==> src/rtl/adc_reading_text_formatter_defines.svh <==
// assertion macros for the adc reading text formatter
`ifndef ADC_READING_TEXT_FORMATTER_DEFINES_SVH
`define ADC_READING_TEXT_FORMATTER_DEFINES_SVH
`ifndef SYNTHESIS
`define ADC_ASSERT(name, prop, msg) \
  name: assert property (@(posedge clk_i) disable iff (!rst_ni) prop) else $error(msg);
`define ADC_ASSERT_NEXT(name, cond, prop, msg) \
  name: assert property (@(posedge clk_i) disable iff (!rst_ni) cond |=> prop) else $error(msg);
`else
`define ADC_ASSERT(name, prop, msg)
`define ADC_ASSERT_NEXT(name, cond, prop, msg)
`endif
`endif

==> src/rtl/adc_txt_pkg.sv <==
// package with constants, text tables and helpers of the adc reading text formatter
`timescale 1ns / 1ps
package adc_txt_pkg;

  localparam int SAMPLE_BITS_DEF = 12;
  localparam int THRESH_W        = 12;
  localparam logic [THRESH_W-1:0] THRESH_RESET = 12'd970;
  localparam int SCALE_W         = 16;
  localparam logic [SCALE_W-1:0] SCALE_MV = 16'd33000;
  localparam int VALUE_W         = 16;
  localparam int STEP_W          = 17;
  localparam int IDX_W           = 4;
  localparam int POS_W           = 3;

  localparam logic [IDX_W-1:0] IDX_POINT      = 4'd3;
  localparam logic [IDX_W-1:0] IDX_TAIL       = 4'd6;
  localparam logic [IDX_W-1:0] IDX_ALERT_LAST = 4'd6;
  localparam logic [IDX_W-1:0] IDX_LINE_LAST  = 4'd12;

  localparam logic [POS_W-1:0] POS_TEN_K    = 3'd0;
  localparam logic [POS_W-1:0] POS_THOUSAND = 3'd1;
  localparam logic [POS_W-1:0] POS_HUNDRED  = 3'd2;
  localparam logic [POS_W-1:0] POS_TEN      = 3'd3;
  localparam logic [POS_W-1:0] POS_ONE      = 3'd4;

  localparam logic [7:0] CH_ZERO  = 8'h30;
  localparam logic [7:0] CH_POINT = 8'h2E;
  localparam logic [7:0] CH_LF    = 8'h0A;

  localparam logic [7:0] ALERT_TEXT [7] = '{8'h41, 8'h4C, 8'h45, 8'h52, 8'h54, 8'h0D, 8'h0A};
  localparam logic [7:0] TAIL_TEXT  [7] = '{8'h20, 8'h20, 8'h2A, 8'h20, 8'h43, 8'h0D, 8'h0A};

  typedef struct packed {
    logic               alert;
    logic [VALUE_W-1:0] rem;
    logic [IDX_W-1:0]   idx;
  } line_t;

  // m times the decimal weight of a digit place
  function automatic logic [STEP_W-1:0] step_value(input logic [POS_W-1:0] pos, input int m);
    logic [STEP_W-1:0] res;
    case (pos)
      POS_TEN_K:    res = STEP_W'(m * 10000);
      POS_THOUSAND: res = STEP_W'(m * 1000);
      POS_HUNDRED:  res = STEP_W'(m * 100);
      POS_TEN:      res = STEP_W'(m * 10);
      POS_ONE:      res = STEP_W'(m);
      default:      res = '1;
    endcase
    return res;
  endfunction

endpackage

==> src/rtl/adc_reading_text_formatter.sv <==
// adc reading text formatter top level
// Usage:
//   input channel (in_valid_i / in_ready_o / sample_i) takes one raw converter
//   sample per request. Output channel (out_valid_o / out_ready_i) gives one
//   ASCII character per request with last_byte_o, fan_on_o and alert_o.
//   A sample below the alert threshold gives 13 characters "ddd.dd  * C" CR LF
//   with value = floor(33000 * sample / 2^SAMPLE_BITS); a sample at or above
//   it gives "ALERT" CR LF with fan_on_o and alert_o set.
//   The threshold is written over cfg_valid_i / cfg_ready_o / alert_threshold_i;
//   cfg_ready_o is always high.
// Timing:
//   the first character of a line is offered once the sample has passed the
//   input register, scaling multiplier register, line state register and character
//   register. A line then gives one character per cycle while out_ready_i is
//   high, and the next line follows with no gap; the single output port sets
//   the rate of samples for readings. Two samples can wait in the input and
//   scaling registers while a line is sent.
// Reset and stall:
//   reset empties all stages and sets the threshold to 970. While out_ready_i
//   is low the character register holds and the stages behind it fill, then
//   in_ready_o drops; nothing is lost.
`timescale 1ns / 1ps
`include "adc_reading_text_formatter_defines.svh"
module adc_reading_text_formatter #(
  parameter int SAMPLE_BITS = adc_txt_pkg::SAMPLE_BITS_DEF
) (
  input  logic                             clk_i,
  input  logic                             rst_ni,
  input  logic                             in_valid_i,
  output logic                             in_ready_o,
  input  logic [SAMPLE_BITS-1:0]           sample_i,
  input  logic                             cfg_valid_i,
  output logic                             cfg_ready_o,
  input  logic [adc_txt_pkg::THRESH_W-1:0] alert_threshold_i,
  output logic                             out_valid_o,
  input  logic                             out_ready_i,
  output logic [7:0]                       text_byte_o,
  output logic                             last_byte_o,
  output logic                             fan_on_o,
  output logic                             alert_o
);
  import adc_txt_pkg::*;

  localparam int CMP_W  = (SAMPLE_BITS > THRESH_W) ? SAMPLE_BITS : THRESH_W;
  localparam int PROD_W = SCALE_W + SAMPLE_BITS;

  logic [THRESH_W-1:0]    thresh_q;
  logic                   s1_valid_q;
  logic [SAMPLE_BITS-1:0] s1_sample_q;
  logic                   s2_valid_q;
  logic [VALUE_W-1:0]     s2_value_q;
  logic                   s2_alert_q;
  logic                   ser_active_q;
  line_t                  ser_q, ser_d;
  logic                   out_valid_q;
  logic [7:0]             text_byte_q, text_byte_d;
  logic                   last_byte_q, alert_q;

  logic [PROD_W-1:0]      prod;
  logic                   s1_alert;
  logic                   out_adv, emit, ser_last, ser_load, s2_free, s1_move;
  logic                   is_digit;
  logic [POS_W-1:0]       pos;
  logic [3:0]             digit;
  logic [STEP_W-1:0]      sub;

  assign cfg_ready_o = 1'b1;

  // scaling and threshold compare
  assign prod     = PROD_W'(SCALE_MV) * PROD_W'(s1_sample_q);
  assign s1_alert = CMP_W'(s1_sample_q) >= CMP_W'(thresh_q);

  // stage handshakes
  assign out_adv    = !out_valid_q || out_ready_i;
  assign emit       = ser_active_q && out_adv;
  assign ser_last   = ser_q.alert ? (ser_q.idx == IDX_ALERT_LAST) : (ser_q.idx == IDX_LINE_LAST);
  assign ser_load   = s2_valid_q && (!ser_active_q || (emit && ser_last));
  assign s2_free    = !s2_valid_q || ser_load;
  assign s1_move    = s1_valid_q && s2_free;
  assign in_ready_o = !s1_valid_q || s2_free;

  // digit place of the current character
  always_comb begin
    is_digit = 1'b1;
    pos      = POS_TEN_K;
    case (ser_q.idx)
      4'd0:    pos = POS_TEN_K;
      4'd1:    pos = POS_THOUSAND;
      4'd2:    pos = POS_HUNDRED;
      4'd4:    pos = POS_TEN;
      4'd5:    pos = POS_ONE;
      default: is_digit = 1'b0;
    endcase
  end

  // one decimal digit by a bank of compares
  always_comb begin
    digit = 4'd0;
    sub   = '0;
    for (int m = 1; m < 10; m++) begin
      if (STEP_W'(ser_q.rem) >= step_value(pos, m)) begin
        digit = 4'(m);
        sub   = step_value(pos, m);
      end
    end
  end

  // character select
  always_comb begin
    if (ser_q.alert) begin
      text_byte_d = ALERT_TEXT[ser_q.idx[2:0]];
    end else if (is_digit) begin
      text_byte_d = CH_ZERO + 8'(digit);
    end else if (ser_q.idx == IDX_POINT) begin
      text_byte_d = CH_POINT;
    end else begin
      text_byte_d = TAIL_TEXT[3'(ser_q.idx - IDX_TAIL)];
    end
  end

  // next line state
  always_comb begin
    ser_d = ser_q;
    if (ser_load) begin
      ser_d.alert = s2_alert_q;
      ser_d.rem   = s2_value_q;
      ser_d.idx   = '0;
    end else if (emit) begin
      ser_d.idx = ser_q.idx + 4'd1;
      if (is_digit && !ser_q.alert) begin
        ser_d.rem = ser_q.rem - VALUE_W'(sub);
      end
    end
  end

  always_ff @(posedge clk_i or negedge rst_ni) begin
    if (!rst_ni) begin
      thresh_q     <= THRESH_RESET;
      s1_valid_q   <= 1'b0;
      s2_valid_q   <= 1'b0;
      ser_active_q <= 1'b0;
      out_valid_q  <= 1'b0;
    end else begin
      if (cfg_valid_i) begin
        thresh_q <= alert_threshold_i;
      end
      if (in_ready_o) begin
        s1_valid_q <= in_valid_i;
      end
      if (s2_free) begin
        s2_valid_q <= s1_valid_q;
      end
      if (ser_load) begin
        ser_active_q <= 1'b1;
      end else if (emit && ser_last) begin
        ser_active_q <= 1'b0;
      end
      if (out_adv) begin
        out_valid_q <= ser_active_q;
      end
    end
  end

  always_ff @(posedge clk_i) begin
    if (in_valid_i && in_ready_o) begin
      s1_sample_q <= sample_i;
    end
    if (s1_move) begin
      s2_value_q <= prod[SAMPLE_BITS +: VALUE_W];
      s2_alert_q <= s1_alert;
    end
    ser_q <= ser_d;
    if (emit) begin
      text_byte_q <= text_byte_d;
      last_byte_q <= ser_last;
      alert_q     <= ser_q.alert;
    end
  end

  assign out_valid_o = out_valid_q;
  assign text_byte_o = text_byte_q;
  assign last_byte_o = last_byte_q;
  assign fan_on_o    = alert_q;
  assign alert_o     = alert_q;

  `ADC_ASSERT(a_alert_idx, ser_active_q && ser_q.alert |-> ser_q.idx <= IDX_ALERT_LAST, "alert line past its end")
  `ADC_ASSERT(a_last_is_lf, out_valid_q && last_byte_q |-> text_byte_q == CH_LF, "last character is not LF")
  `ADC_ASSERT_NEXT(a_load_starts, s2_valid_q && !ser_active_q, ser_active_q && ser_q.idx == '0, "waiting line not started")
  `ADC_ASSERT(a_digit_range, ser_active_q && !ser_q.alert && is_digit |-> STEP_W'(ser_q.rem) < step_value(pos, 10), "remainder exceeds digit place")

endmodule

==> config.mk <==
export PLATFORM = sky130hd
export DESIGN_NAME = adc_reading_text_formatter
export DESIGN_NICKNAME = d
export VERILOG_FILES = /design/src/rtl/adc_txt_pkg.sv /design/src/rtl/adc_reading_text_formatter.sv
export VERILOG_INCLUDE_DIRS = /design/src /design/src/rtl
export SDC_FILE = /design/constraint.sdc
export NUM_CORES = 1
export LEC_CHECK = 0
export BUFFER_PORTS_ARGS = -buffer_cell sky130_fd_sc_hd__buf_2
export CORE_MARGIN = 2
export CORE_UTILIZATION = 49
export CTS_CLUSTER_DIAMETER = 40
export CTS_CLUSTER_SIZE = 16
export DETAILED_ROUTE_END_ITERATION = 10
export GPL_ROUTABILITY_DRIVEN = 0
export PLACE_DENSITY = 0.68
export SYNTH_ARGS = -nofsm -noshare
export SYNTH_HDL_FRONTEND = slang
export SYNTH_SLANG_ARGS = --single-unit
==> constraint.sdc <==
create_clock -name clk_i -period 11.54 [get_ports clk_i]
set_input_delay 0.577 -clock clk_i [delete_from_list [all_inputs] [get_ports clk_i]]
set_output_delay 0.577 -clock clk_i [all_outputs]
set_load 0.02 [all_outputs]
# Word-level counts from Yosys, hierarchy flattened
# Memories as Yosys holds them, arrays and structs flattened.
# Cells that the tools add are included.
[word_totals]
regBits = 76
mem_bits_ro = 128
inputBits = 29
output_inout_bits = 14
memories = 2
[classes]
n_addsub = 4
mul = 1
n_lt_le_gt_ge = 12
n_eq_ne = 11
mux = 42
n_bitwise = 2
n_reduce_logical = 22
[memory_table]
columns = ["name", "words", "word_bits", "read_ports", "rd_clocked_by_memory_dff", "write_ports", "line_no", "source"]
rows = [
  ["(no name shown)", 8, 8, 1, 0, 0, "adc_reading_text_formatter.sv:117", "text_byte_d = TAIL_TEXT[3'(ser_q.idx - IDX_TAIL)];"],
  ["(no name shown)", 8, 8, 1, 0, 0, "adc_reading_text_formatter.sv:111", "text_byte_d = ALERT_TEXT[ser_q.idx[2:0]];"],
]
[op_table]
columns = ["operator", "n"]
rows = [
  ["$pmux 17 s5", 9],
  ["$mux 16", 10],
  ["$ge 16x17->1", 9],
  ["$mux 8", 7],
  ["$mux 20", 2],
  ["$mux 4", 8],
  ["$mul 13x12->25 const A", 1],
  ["$sub 16x16->16", 1],
  ["$eq 4x3->1 const B", 3],
  ["$ge 12x12->1", 1],
  ["$pmux 3 s4", 1],
  ["$eq 4x2->1 const B", 2],
  ["$ge 4x4->1 const B", 2],
  ["$not 3->4", 2],
  ["$add 6x4->7 const A", 1],
  ["$eq 3x2->1 const B", 2],
  ["$logic_and 1x1->1", 6],
  ["$reduce_bool 2->1", 3],
  ["$logic_not 1->1", 5],
  ["$mux 1", 5],
  ["$reduce_or 5->1", 1],
  ["$add 4x1->4 const B", 1],
  ["$eq 4x1->1 const B", 1],
  ["$eq 4x4->1 const B", 1],
  ["other kinds (7)", 10],
]

# Depth between registers and ports, before layout
[depth]
depth_word = 18
mapped_depth = 31
ltp_nobuf = 29

# Least setup slack after synthesis
# OpenSTA, ideal clock, no wires.
[synth_timing]
path_type = "flip-flop to flip-flop"
startpoint = "register ser_q[0] (netlist name)"
endpoint = "register ser_q[19] (netlist name), data pin"
setup_time_ns = 0.135
arrival_ns = 6.397
t_required_ns = 11.405
setup_slack_ns = 5.007
path_stages_with_launch = 28
n_path_buf = 1
synth_period_minus_slack_ns = 6.533
cell_sequence = "dfxtp_1 > clkbuf_1 > inv_1 > ha_1 > nand2_1 > a21oi_1 > clkinv_1 > nor2_1 > nor2_1 > ha_1 > nand4_1 > or4_1 > o31ai_2 > nor2_1 > a21o_1 > a221o_1 > a21oi_1 > a2bb2oi_1 > ha_1 > nand3_1 > nand2_1 > a41o_1 > o41ai_1 > o21ai_0 > a21o_1 > a31o_2 > or4b_1 > nand3_1"
[synth_rtl]
columns = ["item", "line_no", "source"]
rows = [
  ["from (decl)", "adc_reading_text_formatter.sv:54", "line_t ser_q, ser_d;"],
  ["from (signal assigned)", "adc_reading_text_formatter.sv:172", "ser_q <= ser_d;"],
]

==> run metrics <==
status finished clean; Setup crit start kind register; # hold bufs at CTS 0; clk root buf clkbuf_16; FILL cells around 1800; aggregate global routing overflow 0; max-slew violations 0; Synth async-reset ratio 0.213; ranking of synthesized cells by area ha_1 (25%), edfxtp_1 (18%), fa_1 (5.2%); CTS sink count 75; flop2flop setup slack 3.20 ns; Port-buffer cells 40; Via Count between 8000 and 9000; critical path arrival approximately 8.6 ns; I/O Pins 43; share of the synthesized area in the top cell type 0.248; GRT Util Overall 0.259; area of the core 18600 µm²; Cells after Synth 1064; Unique masters post-synth 75; maxcap violations 0; Initial Util 0.494; EDFF count, synth 55; DIE AREA between 15000 and 20000 µm²; Cell Area, Placed 9610 µm²; most common cell after layout, fill and taps aside ha_1; worst skew pair latency around 0.34 ns; Post-layout nets 1332; Resized Gates After CTS 0; Die Wd 141 µm; layout cells sized above 1 0.0817; leading area contributor after synthesis ha_1; antenna cell count 0; Yosys warning count 0; Worst Path Required 11.75 ns; RSZ-0062 raised after global routing false; DP Wirelength 20.0 mm; area growth from synthesis to layout 7.82%; r2r worst-path depth 26; first-pass GRT wire length between 40 and 50 mm; Clock transition at path regs approximately 0.060 ns; average wire per cell in the routed design about 19 µm; syn nets 1299; post-route minimum period 8.34 ns; largest net degree at the start of global routing 34; actual slew at the worst max-slew pin 0.804 ns; number of synthesized register bits 75; Final period util 0.723; final wirelength ~25 mm; Vias/cell 6.24; number of global-route vias before repair ~8000; Die Y about 140 µm; most frequent cells in the layout ha_1 (182), inv_1 (111), nand2_1 (91); CP endpoint kind register; Main synth FF type edfxtp_1; CP max FO 15; design area 9900 µm²; # DRC 0; Sum Neg Setup Slack 0 ns; Max Fclk around 120 MHz; post-route antenna net violation count 0; drt first-iter violations 979; Mean Syn Cell Area between 8 and 9 µm²; initial antenna violation count 0; Post-Syn Area about 9200 µm²; Setup Viol. Count Final 0; multi-input logic area 6470 µm²; row count 50; maximum clock path buffer count 2; CTS tree built; drt pass-1 iters 7; Hold WC Path Type primary input to asynchronous set/reset pin; htree depth 3; Reg area 2140 µm²; post-synthesis sequential area ratio 0.233; CP Class register to register; setup bufs post-CTS 0; Setup Skew 0.00956 ns; Hold Fails Final Rpt 0; CTS buffer count 9; slew margin rel. 0.464
flip-flops by register name, indices dropped and copies added, names as in the netlist:
name          cells
alert_o           1
last_byte_o       1
out_valid_o       1
s1_sample_q      12
s1_valid_q        1
s2_alert_q        1
s2_valid_q        1
s2_value_q       16
ser_active_q      1
ser_q            21
text_byte_o       7
thresh_q         12
cell usage after synthesis (4+ instances only):
library cell  count
xor2_1            7
o2111ai_1         4
nor2b_1          12
o21a_1           17
or2_2             6
o311ai_0          4
xnor2_1          20
a211o_1           8
nand2b_1         10
nand2_1          91
o41ai_1           4
edfxtp_1         55
nand3_1          19
clkbuf_1         19
ha_1            182
a22o_1            5
a221o_1           4
nand4_1          16
fa_1             24
a21oi_1          85
a221oi_1          4
inv_1           111
buf_4             4
a211oi_1         10
and2_1            8
a2111oi_0         5
o22ai_1           4
nor3_1           18
dfrtp_1          10
nor2_1           85
dfxtp_1           4
o31ai_1          20
and3_1            4
a21o_1           15
a31o_2            4
a31oi_1          16
o211ai_1         11
o21ai_0          72
dfstp_2           6
kinds of logic (layout without fill, tap and decap cells):
| group | count (synthesis) | in the layout | share of synthesized area |
|---|---|---|---|
| AO/OA/AOI/OAI | 320 | 320 | 0.228 |
| AND/OR/NAND/NOR | 288 | 288 | 0.146 |
| adder cells (fa/ha/maj) | 206 | 206 | 0.300 |
| buffers and inverters | 142 | 180 | 0.0625 |
| flip-flops | 75 | 75 | 0.233 |
| XOR/XNOR | 27 | 27 | 0.0257 |
| multiplexers | 4 | 4 | 0.00449 |
| other | 2 | 2 | 0.000818 |
routing by layer:
| metal | wire, µm | track usage |
|---|---|---|
| met1 | 10100 | 0.319 |
| met2 | 12000 | 0.442 |
| met3 | 2200 | 0.0493 |
| met4 | 1140 | 0.118 |
| met5 | 0 | 0 |
stage by stage:
step | setup slack (ns) | hold slack, ns | utilization | cells
after floorplan | 5.01 | 0.281 | - | 1064
after global placement | 3.62 | 0.457 | 0.517 | 1320
after detailed placement | 3.54 | 0.472 | 0.517 | 1320
after CTS | 3.53 | 0.173 | 0.533 | 1336
after global routing | 2.94 | 0.185 | 0.533 | 1336
final | 3.20 | 0.166 | 0.533 | 1336
final cells by class:
class | instances | share of cell area
Inverter | 115 | 0.0438
Multi-Input combinational cell | 847 | 0.653
Timing Repair Buffer | 49 | 0.0270
Clock buffer | 12 | 0.0270
Tap cell | 234 | 0.0296
Sequential cell | 75 | 0.216
Clock inverter | 4 | 0.00303
path summary, 6_finish.rpt:
| path | to | start |
|---|---|---|
| setup / recovery | ser_q[19] | ser_q[1] |
| max in group asynchronous | thresh_q[8] | rst_ni |
| hold / removal | s1_valid_q | rst_ni |
| setup reg to reg | ser_q[19] | ser_q[1] |
| min in group clk_i | s1_sample_q[7] | sample_i[7] |
| hold reg to reg | s2_valid_q | s1_valid_q |
critical path, stage by stage, from the launching register on:
cell and delay [ns]:
dfxtp_1 0.40, inv_1 0.16, ha_1 0.39, nand2_2 0.13, nor2_1 0.48, inv_1 0.33
nor2_1 0.45, nor2_1 0.15, inv_1 0.40, ha_1 0.41, a2111o_1 0.41, a2111oi_0 0.49
o31ai_1 0.15, a31oi_1 0.19, buf_4 0.24, and2_0 0.42, o21ai_0 0.20, a2bb2oi_1 0.18
ha_1 0.28, a21o_1 0.19, a41o_1 0.25, o41ai_1 0.63, o21ai_0 0.20, a21o_1 0.23
a31o_2 0.26, or4b_1 0.48, nand3_1 0.08
Power is not shown: default switching activity piles up to over one toggle a cycle in this logic, so the estimate is an artifact.
